$ cat src/design/mmt_pkg.sv
// ----------------------------------------------------------------------------
// mmt_pkg
// shared constants, codes and control types of the multiset mex tracker
// ----------------------------------------------------------------------------
package mmt_pkg;

    localparam int VALUE_RANGE   = 256;
    localparam int VALUE_BITS    = $clog2(VALUE_RANGE);
    localparam int MEX_BITS      = VALUE_BITS + 1;
    localparam int COUNT_BITS    = 8;
    localparam int BIT_IDX_BITS  = 4;
    localparam int WORD_BITS     = 1 << BIT_IDX_BITS;
    localparam int WORD_IDX_BITS = VALUE_BITS - BIT_IDX_BITS;
    localparam int NUM_WORDS     = 1 << WORD_IDX_BITS;
    localparam int CMD_BITS      = 2;
    localparam int STATUS_BITS   = 2;
    localparam int IN_DATA_BITS  = 16;
    localparam int OUT_DATA_BITS = 16;

    localparam logic [CMD_BITS-1:0] CMD_ADD    = 2'd0;
    localparam logic [CMD_BITS-1:0] CMD_REMOVE = 2'd1;
    localparam logic [CMD_BITS-1:0] CMD_CLEAR  = 2'd2;
    localparam logic [CMD_BITS-1:0] CMD_NOP    = 2'd3;

    localparam logic [STATUS_BITS-1:0] ST_OK        = 2'd0;
    localparam logic [STATUS_BITS-1:0] ST_SATURATED = 2'd1;
    localparam logic [STATUS_BITS-1:0] ST_ABSENT    = 2'd2;

    typedef enum logic [5:0] {
        S_IDLE   = 6'b000001,
        S_UPDATE = 6'b000010,
        S_WORD   = 6'b000100,
        S_BIT    = 6'b001000,
        S_DONE   = 6'b010000,
        S_SPARE  = 6'b100000
    } state_t;

    typedef struct packed {
        logic capture;
        logic update;
        logic search_word;
        logic search_bit;
        logic load_out;
    } dp_cmd_t;

    typedef struct packed {
        logic need_search;
    } dp_stat_t;

endpackage

$ cat src/design/mmt_ctrl.sv
// ----------------------------------------------------------------------------
// mmt_ctrl
// item sequencer: capture, count update, mex search and result handoff
// ----------------------------------------------------------------------------
module mmt_ctrl (
    input  logic             clk,
    input  logic             rst_n,
    input  logic             s_tvalid,
    output logic             s_tready,
    output logic             m_tvalid,
    input  logic             m_tready,
    output mmt_pkg::dp_cmd_t cmd,
    input  mmt_pkg::dp_stat_t stat
);
    import mmt_pkg::*;

    state_t state_reg;
    state_t state_next;
    logic   out_valid_reg;
    logic   out_valid_next;

    always_comb
    begin
        state_next      = state_reg;
        cmd             = '0;
        s_tready        = 1'b0;
        unique case (state_reg)
            S_IDLE:
            begin
                s_tready    = 1'b1;
                cmd.capture = s_tvalid;
                if (s_tvalid)
                begin
                    state_next = S_UPDATE;
                end
            end
            S_UPDATE:
            begin
                cmd.update = 1'b1;
                state_next = stat.need_search ? S_WORD : S_DONE;
            end
            S_WORD:
            begin
                cmd.search_word = 1'b1;
                state_next      = S_BIT;
            end
            S_BIT:
            begin
                cmd.search_bit = 1'b1;
                state_next     = S_DONE;
            end
            S_DONE:
            begin
                if (!out_valid_reg || m_tready)
                begin
                    cmd.load_out = 1'b1;
                    state_next   = S_IDLE;
                end
            end
            default:
            begin
                state_next = S_IDLE;
            end
        endcase
    end

    always_comb
    begin
        if (cmd.load_out)
        begin
            out_valid_next = 1'b1;
        end
        else if (m_tready)
        begin
            out_valid_next = 1'b0;
        end
        else
        begin
            out_valid_next = out_valid_reg;
        end
    end

    always_ff @(posedge clk or negedge rst_n)
    begin
        if (!rst_n)
        begin
            state_reg     <= S_IDLE;
            out_valid_reg <= 1'b0;
        end
        else
        begin
            state_reg     <= state_next;
            out_valid_reg <= out_valid_next;
        end
    end

    assign m_tvalid = out_valid_reg;

    // a waiting result is never overwritten
    assert property (@(posedge clk) disable iff (!rst_n)
        (m_tvalid && !m_tready) |-> !cmd.load_out)
    else $error("result overwritten while stalled");

    // a search always runs word then bit then handoff
    assert property (@(posedge clk) disable iff (!rst_n)
        cmd.search_word |=> (cmd.search_bit ##1 (state_reg == S_DONE)))
    else $error("search sequence broken");

endmodule

$ cat src/design/mmt_dpath.sv
// ----------------------------------------------------------------------------
// mmt_dpath
// count memory, presence bitmap, mex register and two-step zero search
// ----------------------------------------------------------------------------
module mmt_dpath (
    input  logic                                clk,
    input  logic                                rst_n,
    input  logic [mmt_pkg::CMD_BITS-1:0]        command,
    input  logic [mmt_pkg::VALUE_BITS-1:0]      value,
    input  mmt_pkg::dp_cmd_t                    cmd,
    output mmt_pkg::dp_stat_t                   stat,
    output logic [mmt_pkg::OUT_DATA_BITS-1:0]   out_data
);
    import mmt_pkg::*;

    localparam logic [COUNT_BITS-1:0] COUNT_MAX = '1;
    localparam logic [COUNT_BITS-1:0] COUNT_ONE = COUNT_BITS'(1);

    logic [COUNT_BITS-1:0] counts [VALUE_RANGE];

    logic [NUM_WORDS-1:0][WORD_BITS-1:0] present_reg;
    logic [NUM_WORDS-1:0][WORD_BITS-1:0] present_next;
    logic [MEX_BITS-1:0]                 mex_reg;
    logic [MEX_BITS-1:0]                 mex_next;
    logic [STATUS_BITS-1:0]              status_reg;
    logic [STATUS_BITS-1:0]              status_next;
    logic [CMD_BITS-1:0]                 item_cmd_reg;
    logic [VALUE_BITS-1:0]               item_val_reg;
    logic [COUNT_BITS-1:0]               rd_cnt_reg;
    logic [WORD_IDX_BITS-1:0]            word_idx_reg;
    logic                                all_full_reg;
    logic [MEX_BITS-1:0]                 out_mex_reg;
    logic [STATUS_BITS-1:0]              out_status_reg;

    logic [WORD_IDX_BITS-1:0] item_word;
    logic [BIT_IDX_BITS-1:0]  item_bit;
    logic [COUNT_BITS-1:0]    cnt_cur;
    logic                     wr_en;
    logic [COUNT_BITS-1:0]    wr_cnt;
    logic [NUM_WORDS-1:0]     word_full;
    logic [WORD_IDX_BITS-1:0] free_word;
    logic [WORD_BITS-1:0]     sel_word;
    logic [BIT_IDX_BITS-1:0]  free_bit;

    assign item_word = item_val_reg[VALUE_BITS-1:BIT_IDX_BITS];
    assign item_bit  = item_val_reg[BIT_IDX_BITS-1:0];
    assign cnt_cur   = present_reg[item_word][item_bit] ? rd_cnt_reg : '0;

    // first word with a free slot
    always_comb
    begin
        free_word = '0;
        for (int w = NUM_WORDS - 1; w >= 0; w--)
        begin
            word_full[w] = &present_reg[w];
            if (!word_full[w])
            begin
                free_word = WORD_IDX_BITS'(w);
            end
        end
    end

    // first free slot in the chosen word
    always_comb
    begin
        sel_word = present_reg[word_idx_reg];
        free_bit = '0;
        for (int b = WORD_BITS - 1; b >= 0; b--)
        begin
            if (!sel_word[b])
            begin
                free_bit = BIT_IDX_BITS'(b);
            end
        end
    end

    always_comb
    begin
        present_next     = present_reg;
        mex_next         = mex_reg;
        status_next      = status_reg;
        wr_en            = 1'b0;
        wr_cnt           = cnt_cur;
        stat.need_search = 1'b0;
        if (cmd.update)
        begin
            unique case (item_cmd_reg)
                CMD_ADD:
                begin
                    if (cnt_cur == COUNT_MAX)
                    begin
                        status_next = ST_SATURATED;
                    end
                    else
                    begin
                        status_next                      = ST_OK;
                        wr_en                            = 1'b1;
                        wr_cnt                           = cnt_cur + COUNT_ONE;
                        present_next[item_word][item_bit] = 1'b1;
                        stat.need_search = !mex_reg[MEX_BITS-1] &&
                                           (item_val_reg == mex_reg[VALUE_BITS-1:0]);
                    end
                end
                CMD_REMOVE:
                begin
                    if (cnt_cur == '0)
                    begin
                        status_next = ST_ABSENT;
                    end
                    else
                    begin
                        status_next = ST_OK;
                        wr_en       = 1'b1;
                        wr_cnt      = cnt_cur - COUNT_ONE;
                        if (cnt_cur == COUNT_ONE)
                        begin
                            present_next[item_word][item_bit] = 1'b0;
                            if ({1'b0, item_val_reg} < mex_reg)
                            begin
                                mex_next = {1'b0, item_val_reg};
                            end
                        end
                    end
                end
                CMD_CLEAR:
                begin
                    status_next  = ST_OK;
                    present_next = '0;
                    mex_next     = '0;
                end
                CMD_NOP:
                begin
                    status_next = ST_OK;
                end
                default:
                begin
                    status_next = ST_OK;
                end
            endcase
        end
        if (cmd.search_bit)
        begin
            mex_next = all_full_reg ? MEX_BITS'(VALUE_RANGE)
                                    : {1'b0, word_idx_reg, free_bit};
        end
    end

    always_ff @(posedge clk)
    begin
        if (cmd.capture)
        begin
            rd_cnt_reg <= counts[value];
        end
        if (wr_en)
        begin
            counts[item_val_reg] <= wr_cnt;
        end
    end

    always_ff @(posedge clk)
    begin
        if (cmd.capture)
        begin
            item_cmd_reg <= command;
            item_val_reg <= value;
        end
        if (cmd.search_word)
        begin
            word_idx_reg <= free_word;
            all_full_reg <= &word_full;
        end
        if (cmd.load_out)
        begin
            out_mex_reg    <= mex_reg;
            out_status_reg <= status_reg;
        end
        status_reg <= status_next;
    end

    always_ff @(posedge clk or negedge rst_n)
    begin
        if (!rst_n)
        begin
            present_reg <= '0;
            mex_reg     <= '0;
        end
        else
        begin
            present_reg <= present_next;
            mex_reg     <= mex_next;
        end
    end

    assign out_data = {(OUT_DATA_BITS - MEX_BITS - STATUS_BITS)'(0), out_status_reg, out_mex_reg};

    // between items every value below the mex is present and the mex itself is not
    assert property (@(posedge clk) disable iff (!rst_n)
        (cmd.capture && !mex_reg[MEX_BITS-1]) |->
        !present_reg[mex_reg[VALUE_BITS-1:BIT_IDX_BITS]][mex_reg[BIT_IDX_BITS-1:0]])
    else $error("mex points at a present value");

    assert property (@(posedge clk) disable iff (!rst_n)
        mex_reg <= MEX_BITS'(VALUE_RANGE))
    else $error("mex beyond value range");

    assert property (@(posedge clk) disable iff (!rst_n)
        (cmd.update && item_cmd_reg == CMD_CLEAR) |=> (mex_reg == '0 && present_reg == '0))
    else $error("clear left state behind");

endmodule

$ cat src/design/multiset_mex_tracker_top.sv
// ----------------------------------------------------------------------------
// multiset_mex_tracker_top
// occurrence counts of a value multiset with its least absent value (mex)
//
// channel  dir  beat contents (low bit first)
// s_*      in   tdata: command[1:0], value[9:2], zero pad
// m_*      out  tdata: mex[8:0], status[10:9], zero pad
//
// one item at a time: after accept the item passes the update and done states,
// and the result register is loaded from done; when an add fills the slot at the
// mex, the two-step bitmap search (word, then bit) runs between update and done;
// the next item is accepted the cycle after the result is loaded.
// reset empties the store at once through the presence bitmap, no sweep.
// a stalled result holds in the output register; a new item is still taken
// and waits before handoff until that result leaves.
// ----------------------------------------------------------------------------
module multiset_mex_tracker_top (
    input  logic                                clk,
    input  logic                                rst_n,
    input  logic                                s_tvalid,
    output logic                                s_tready,
    input  logic [mmt_pkg::IN_DATA_BITS-1:0]    s_tdata,   // command, value
    output logic                                m_tvalid,
    input  logic                                m_tready,
    output logic [mmt_pkg::OUT_DATA_BITS-1:0]   m_tdata    // mex, status
);
    import mmt_pkg::*;

    dp_cmd_t  cmd;
    dp_stat_t stat;

    mmt_ctrl u_ctrl (
        .clk      (clk),
        .rst_n    (rst_n),
        .s_tvalid (s_tvalid),
        .s_tready (s_tready),
        .m_tvalid (m_tvalid),
        .m_tready (m_tready),
        .cmd      (cmd),
        .stat     (stat)
    );

    mmt_dpath u_dpath (
        .clk      (clk),
        .rst_n    (rst_n),
        .command  (s_tdata[CMD_BITS-1:0]),
        .value    (s_tdata[CMD_BITS+VALUE_BITS-1:CMD_BITS]),
        .cmd      (cmd),
        .stat     (stat),
        .out_data (m_tdata)
    );

endmodule
$ cat config.mk
export PLATFORM = sky130hd
export DESIGN_NAME = multiset_mex_tracker_top
export DESIGN_NICKNAME = d
export VERILOG_FILES = /design/src/design/mmt_pkg.sv /design/src/design/mmt_ctrl.sv /design/src/design/mmt_dpath.sv /design/src/design/multiset_mex_tracker_top.sv
export SDC_FILE = /design/constraint.sdc
export NUM_CORES = 2
export LEC_CHECK = 0
export BUFFER_PORTS_ARGS = -buffer_cell sky130_fd_sc_hd__buf_2
export CORE_AREA = 2 2 406 489
export DETAILED_ROUTE_END_ITERATION = 8
export DIE_AREA = 0 0 408 491
export PLACE_DENSITY = 0.67
export SYNTH_ARGS = -nofsm -noshare
export SYNTH_HDL_FRONTEND = slang
export SYNTH_SLANG_ARGS = --single-unit
$ cat constraint.sdc
create_clock -name clk -period 14.6 [get_ports clk]
set_input_delay 2.19 -clock clk [delete_from_list [all_inputs] [get_ports clk]]
set_output_delay 2.19 -clock clk [all_outputs]
set_load 0.02 [all_outputs]
; Word level (Yosys, flattened, before mapping)
; Memory sizes are Yosys's and may differ from the RTL's. A register that Yosys moved wholly into a read port is not among the register bits.
; Cells that the tools add are included.
[classes]
add_sub_neg = 2
mul = 0
div = 0
n_lt_le_gt_ge = 6
n_eq_ne = 19
n_shift = 0
muxes = 82
n_bitwise = 3
reduce_logical = 36
[ops]
columns = op, count
row1 = $mux W256, 3
row2 = $pmux W256 S3, 1
row3 = $and A256 B256 Y256, 1
row4 = $not A256 Y256, 1
row5 = $or A256 B256 Y256, 1
row6 = $reduce_and A16 Y1, 16
row7 = $reduce_and A256 Y1, 1
row8 = $bmux W16 S4, 2
row9 = $reduce_and A128 Y1, 1
row10 = $mux W4, 24
row11 = $demux W16 S4, 1
row12 = $reduce_and A64 Y1, 1
row13 = $mux W9, 6
row14 = $mux W16, 3
row15 = $mux W8, 4
row16 = $reduce_and A32 Y1, 1
row17 = $pmux W6 S5, 1
row18 = $mux W1, 21
row19 = $pmux W9 S2, 1
row20 = $pmux W8 S2, 1
row21 = $lt A4 B5 Y1 const B, 3
row22 = $mux W3, 4
row23 = $mux W6, 2
row24 = $reduce_and A5 Y1, 2
row25 = other kinds (33), 46
[totals]
ff_bits = 300
latch_bits = 0
ramBits = 2048
mem_bits_ro = 0
inputBits = 20
out_inout_bits = 18
word_cells = 178
mem_count = 1
[memory_table]
columns = memory, words, word_bits, rd, rd_ports_with_merged_regs, write_ports, line
row1 = u_dpath.counts, 256, 8, 1, 1, 1, mmt_dpath.sv:19  ; logic [COUNT_BITS-1:0] counts [VALUE_RANGE];

; Longest topological paths before layout
[depth]
word_depth = 20
depth_mapped = 23

; Cells and area by module
; From an unflattened synthesis, not the netlist that was laid out.
[unflattened]
cells_unflattened = 5365
hier_area_um2 = 98439.4
[modules_own_cells]
columns = module, n_inst, cells_per_inst, area_each_um2
row1 = mmt_dpath, 1, 5333, 98091.6
row2 = mmt_ctrl, 1, 32, 347.8

; Least setup slack after synthesis
; OpenSTA, ideal clock, no wires.
[synth_path]
kind = reg-to-reg
startpoint = register u_dpath.item_val_reg[4]
endpoint = memory u_dpath.counts[0][6], data pin
arrival_ns = 13.708
slack_ns = -1.344
stages_incl_launch_ff = 18
n_path_buf = 4
path_cell_list = edfxtp_1 > buf_2 > buf_6 > mux4_2 > mux2i_1 > mux4_2 > o221ai_1 > a31oi_2 > nor3_2 > buf_2 > and2_1 > clkbuf_1 > inv_1 > ha_1 > nor2b_1 > a21o_1 > inv_1 > o31ai_1
[synth_via]
elab_chain_cells = 9
word_cells_on_any_way = 13
[synth_rtl]
columns = element, line
row1 = start: declaration, mmt_dpath.sv:28  ; logic [VALUE_BITS-1:0] item_val_reg;
row2 = start signal: assignment, mmt_dpath.sv:165  ; item_val_reg <= value;
row3 = $bmux W16 S4 (*), mmt_dpath.sv:47  ; assign cnt_cur = present_reg[item_word][item_bit] ? rd_cnt_reg : '0;
row4 = $mux W16 (implied by the code) (*), mmt_dpath.sv:47
row5 = $bmux W1 S4 (*), mmt_dpath.sv:47
row6 = $mux W1 (implied by the code) (*), mmt_dpath.sv:47
row7 = $mux W8 (*), mmt_dpath.sv:47
row8 = "$sub A8 B1 Y8, or another cell as far along", mmt_dpath.sv:114  ; wr_cnt = cnt_cur - COUNT_ONE;
row9 = $mux W8 (on tied branches), "mmt_dpath.sv:106, mmt_dpath.sv:90"
row10 = $pmux W8 S2, mmt_dpath.sv:87  ; unique case (item_cmd_reg)
row11 = $mux W8 (*), mmt_dpath.sv:85  ; if (cmd.update)
row12 = named net u_dpath.wr_cnt[6], mmt_dpath.sv:39  ; logic [COUNT_BITS-1:0] wr_cnt;
row13 = end: declaration, mmt_dpath.sv:19
; The timed path passes the listed nets; every way through them passes the cells marked *. The select of a mux whose other input is x is not followed.

; Worst setup path in the final report
[layout_path]
startpoint = register u_dpath.item_val_reg[4]
endpoint = register u_dpath.present_reg[106] (netlist name)
[layout_via]
elab_chain_cells = 9
word_cells_on_any_way = 24
[layout_rtl]
columns = element, line
row1 = "parallel branches: the longest is 9 deep, another holds $bmux W16 S4", --
row2 = end signal: assignment, mmt_dpath.sv:189  ; present_reg <= present_next;
row3 = end: declaration, mmt_dpath.sv:21  ; logic [NUM_WORDS-1:0][WORD_BITS-1:0] present_reg;
; Several ways; the timed one is not identified. The select of a mux whose other input is x is not followed.
; A chain may end at the register's enable or synchronous reset.

==> results_dict.tcl <==
set metrics [dict create \
    drtIter0Drc 7156 \
    area_delta_synth_final_pct 10.45 \
    die_area_mm2 0.2003 \
    clock_latency_ns 0.88 \
    largest_reg_flops 2048 \
    nNetsFinal 5405 \
    synthMuxAreaShare 0.1876 \
    r2r_cells 18 \
    cts_resized 0 \
    pwr_density_cell_mw_per_mm2 146.5 \
    core_area_mm2 0.1953 \
    clk_pin_slew_ns 0.07 \
    cts_root_buffer "clkbuf_16" \
    final_core_util 0.5618 \
    fin_crit_sh 0.5074 \
    dieHeight_um 491 \
    cp_slowest_cell "nor2b_1" \
    cp_top_family "simple AND/OR/NAND/NOR gates" \
    crit_cells 18 \
    die_w_um 408 \
    slew_violations 0 \
    synth_top_area_cell "edfxtp_1" \
    synth_commonest_cells "2084 x edfxtp_1, 798 x mux4_2, 468 x a31oi_1" \
    syn-cell-area_mm2 0.09935 \
    cts_tree "done" \
    numCtsBuffers 222 \
    grt_start_max_net_pins 144 \
    synth_edf_count 2084 \
    grt_pass1_wl_mm 385.8 \
    cts_setup_buffers 0 \
    syn_area_per_cell_um2 18.29 \
    crit_path_end_kind "flop" \
    grt_pass1_vias 54670 \
    critical_path.max_stage_delay_ns 1.02 \
    clock_sinks 2355 \
    grt_usage 0.2635 \
    final_cells 8165 \
    synth_top_family_by_area "multiplexers" \
    cp_num_buf_inv 4 \
    hold_class "flop to flop" \
    finClkSkew_ns 0.04029 \
    globalplace.congestion 0.9947 \
    required_ns 15.37 \
    place_ws_ns 7.299 \
    synthSimpleGateAreaFrac 0.03545 \
    grt_overflow 0 \
    synth_area_leaders "edfxtp_1 63%, mux4_2 18%, dfrtp_1 6.8%" \
    hpwl_mm 167.6 \
    synth_compound_area_frac 0.05629 \
    ys_ff_latch 2355 \
    antenna_found_initial 8 \
    synth-seq-area-share 0.6982 \
    finalSetupViolations 0 \
    route.vias.total 54880 \
    io_buffers 26 \
    synth_fa_ha_area_frac 0.002015 \
    wirelength_mm 264.4 \
    synth.top_cell.area_share 0.6299 \
    ioPinCount 38 \
    wire_per_inst_um 32.38 \
    max_cap_viol_count 0 \
    crit_type "flop to flop" \
    yosysWarningCount 0 \
    power_mw 16.08 \
    drt-vias-per-instance 6.721 \
    syn_inst 5432 \
    synth_xor_area_frac 0 \
    dpl.cell_count 7755 \
    yosysMostFrequentCell "edfxtp_1" \
    drive_above_1_share 0.2458 \
    layout_min_cycle_time_ns 7.407 \
    cpMostUsedCell "buf_4" \
    hold_path_depth 0 \
    drcViolationCount 0 \
    outcome "complete, no violations" \
    clock.fmax_mhz 135.0 \
    tightest_slew_ns 1.337 \
    htreeDepth 4 \
    antenna_left 0 \
    cp-start-kind "flop" \
    finalHoldViolCount 0 \
    start_util 0.5087 \
    rsz0062_at_grt "false" \
    synth.distinct_cells 65 \
    rows 178 \
    p_leak_nw 35.01 \
    cts_hold_buf 0 \
    cp.arrival_ns 8.18 \
    max_slew_margin 0.1017 \
    synth-main-ff-cell "edfxtp_1" \
    fin_ws_ns 7.193 \
    first_pass_iters 8 \
    ys_async_sr_fraction 0.1151 \
    cts_max_path_buffers 3 \
    cp_cell_sequence "buf_4 -> nor2b_1 -> a22oi_1 -> nand3_1 -> nand4_1 -> nor3_1 -> nor3_2 -> and2_1 -> inv_1 -> ha_1 -> nand2b_1 -> a21oi_1 -> nand2_4 -> a21oi_4 -> buf_4 -> buf_4 -> a31oi_1 -> a31oi_1" \
    critPathMaxFanout 104 \
    setup_tns_ns 0 \
    peakVddDrop_mv 0.1787 \
]
path summary, 6_finish.rpt:
kind	end	startpoint	slack (ns)
worst max register to register	u_dpath.present_reg[106]	u_dpath.item_val_reg[4]	7.19
worst max-delay path	u_dpath.present_reg[106]	u_dpath.item_val_reg[4]	7.19
min in group asynchronous	u_ctrl.m_tvalid	rst_n	1.28
worst min-delay path	u_dpath.out_status_reg[0]	u_dpath.status_reg[0]	0.43
max in group asynchronous	u_dpath.present_reg[117]	rst_n	11.27
worst min register to register	u_dpath.out_status_reg[0]	u_dpath.status_reg[0]	0.43
final cells by class:
type	count	area [um^2]
fillers	14760	85590
flip-flops and latches	2355	69360
multi-input cells	2580	28310
clock buffers	268	5832
well taps	2610	3266
repair buffers	185	1470
clock inverters	140	1395
inverters	25	93.84
diodes	2	5.005
report_power, final:
part           switching (mW)  total, mW  internal, mW
sequential             0.0980       8.20          8.10
clock                    2.51       5.73          3.22
combinational            1.66       2.15         0.490
total                    4.27       16.1          11.8
layout by cell type (no fill, tap or decap), types with 6 or more instances in the layout:
master / n
a21oi_1: 223
a22o_1: 8
a22oi_1: 30
a31oi_1: 468
a41oi_1: 52
and2_1: 8
buf_12: 8
buf_2: 21
buf_4: 151
bufinv_16: 21
clkbuf_1: 39
clkbuf_16: 225
clkinv_1: 50
clkinv_16: 6
clkinv_2: 44
clkinvlp_4: 6
dfrtp_1: 270
edfxtp_1: 2084
ha_1: 14
inv_1: 23
inv_6: 8
mux2i_1: 61
mux4_2: 798
nand2_1: 271
nand2b_1: 14
nand3_1: 20
nand4_1: 78
nor2_1: 243
nor2_2: 9
nor2_4: 9
nor2b_1: 8
nor3_1: 62
nor3_2: 16
nor4_1: 18
o211ai_1: 7
o21ai_0: 67
metrics by stage:
stage,hold WS [ns],area (um^2)
6_report,0.4256,109700
5_1_grt,0.4280,109700
4_1_cts,0.4277,109700
3_5_place_dp,0.4113,102500
3_3_place_gp,0.4180,102500
2_1_floorplan,0.4003,99370
per-layer routing:
metal,up-vias,global-route usage,share of wire
li1,22520,-,-
met1,29080,0.3428,0.38
met2,2619,0.4338,0.50
met3,654,0.05280,0.074
met4,10,0.1146,0.051
met5,-,0,0.00023
logic make-up (layout without fill, tap and decap cells):
family | after synthesis | after routing
buffers and inverters | 501 | 618
other | 1 | 7
adder cells (fa/ha/maj) | 16 | 16
AND/OR/NAND/NOR | 792 | 792
flip-flops | 2355 | 2355
multiplexers | 863 | 863
AO/OA/AOI/OAI | 904 | 904
(Power assumes the default switching activity.)
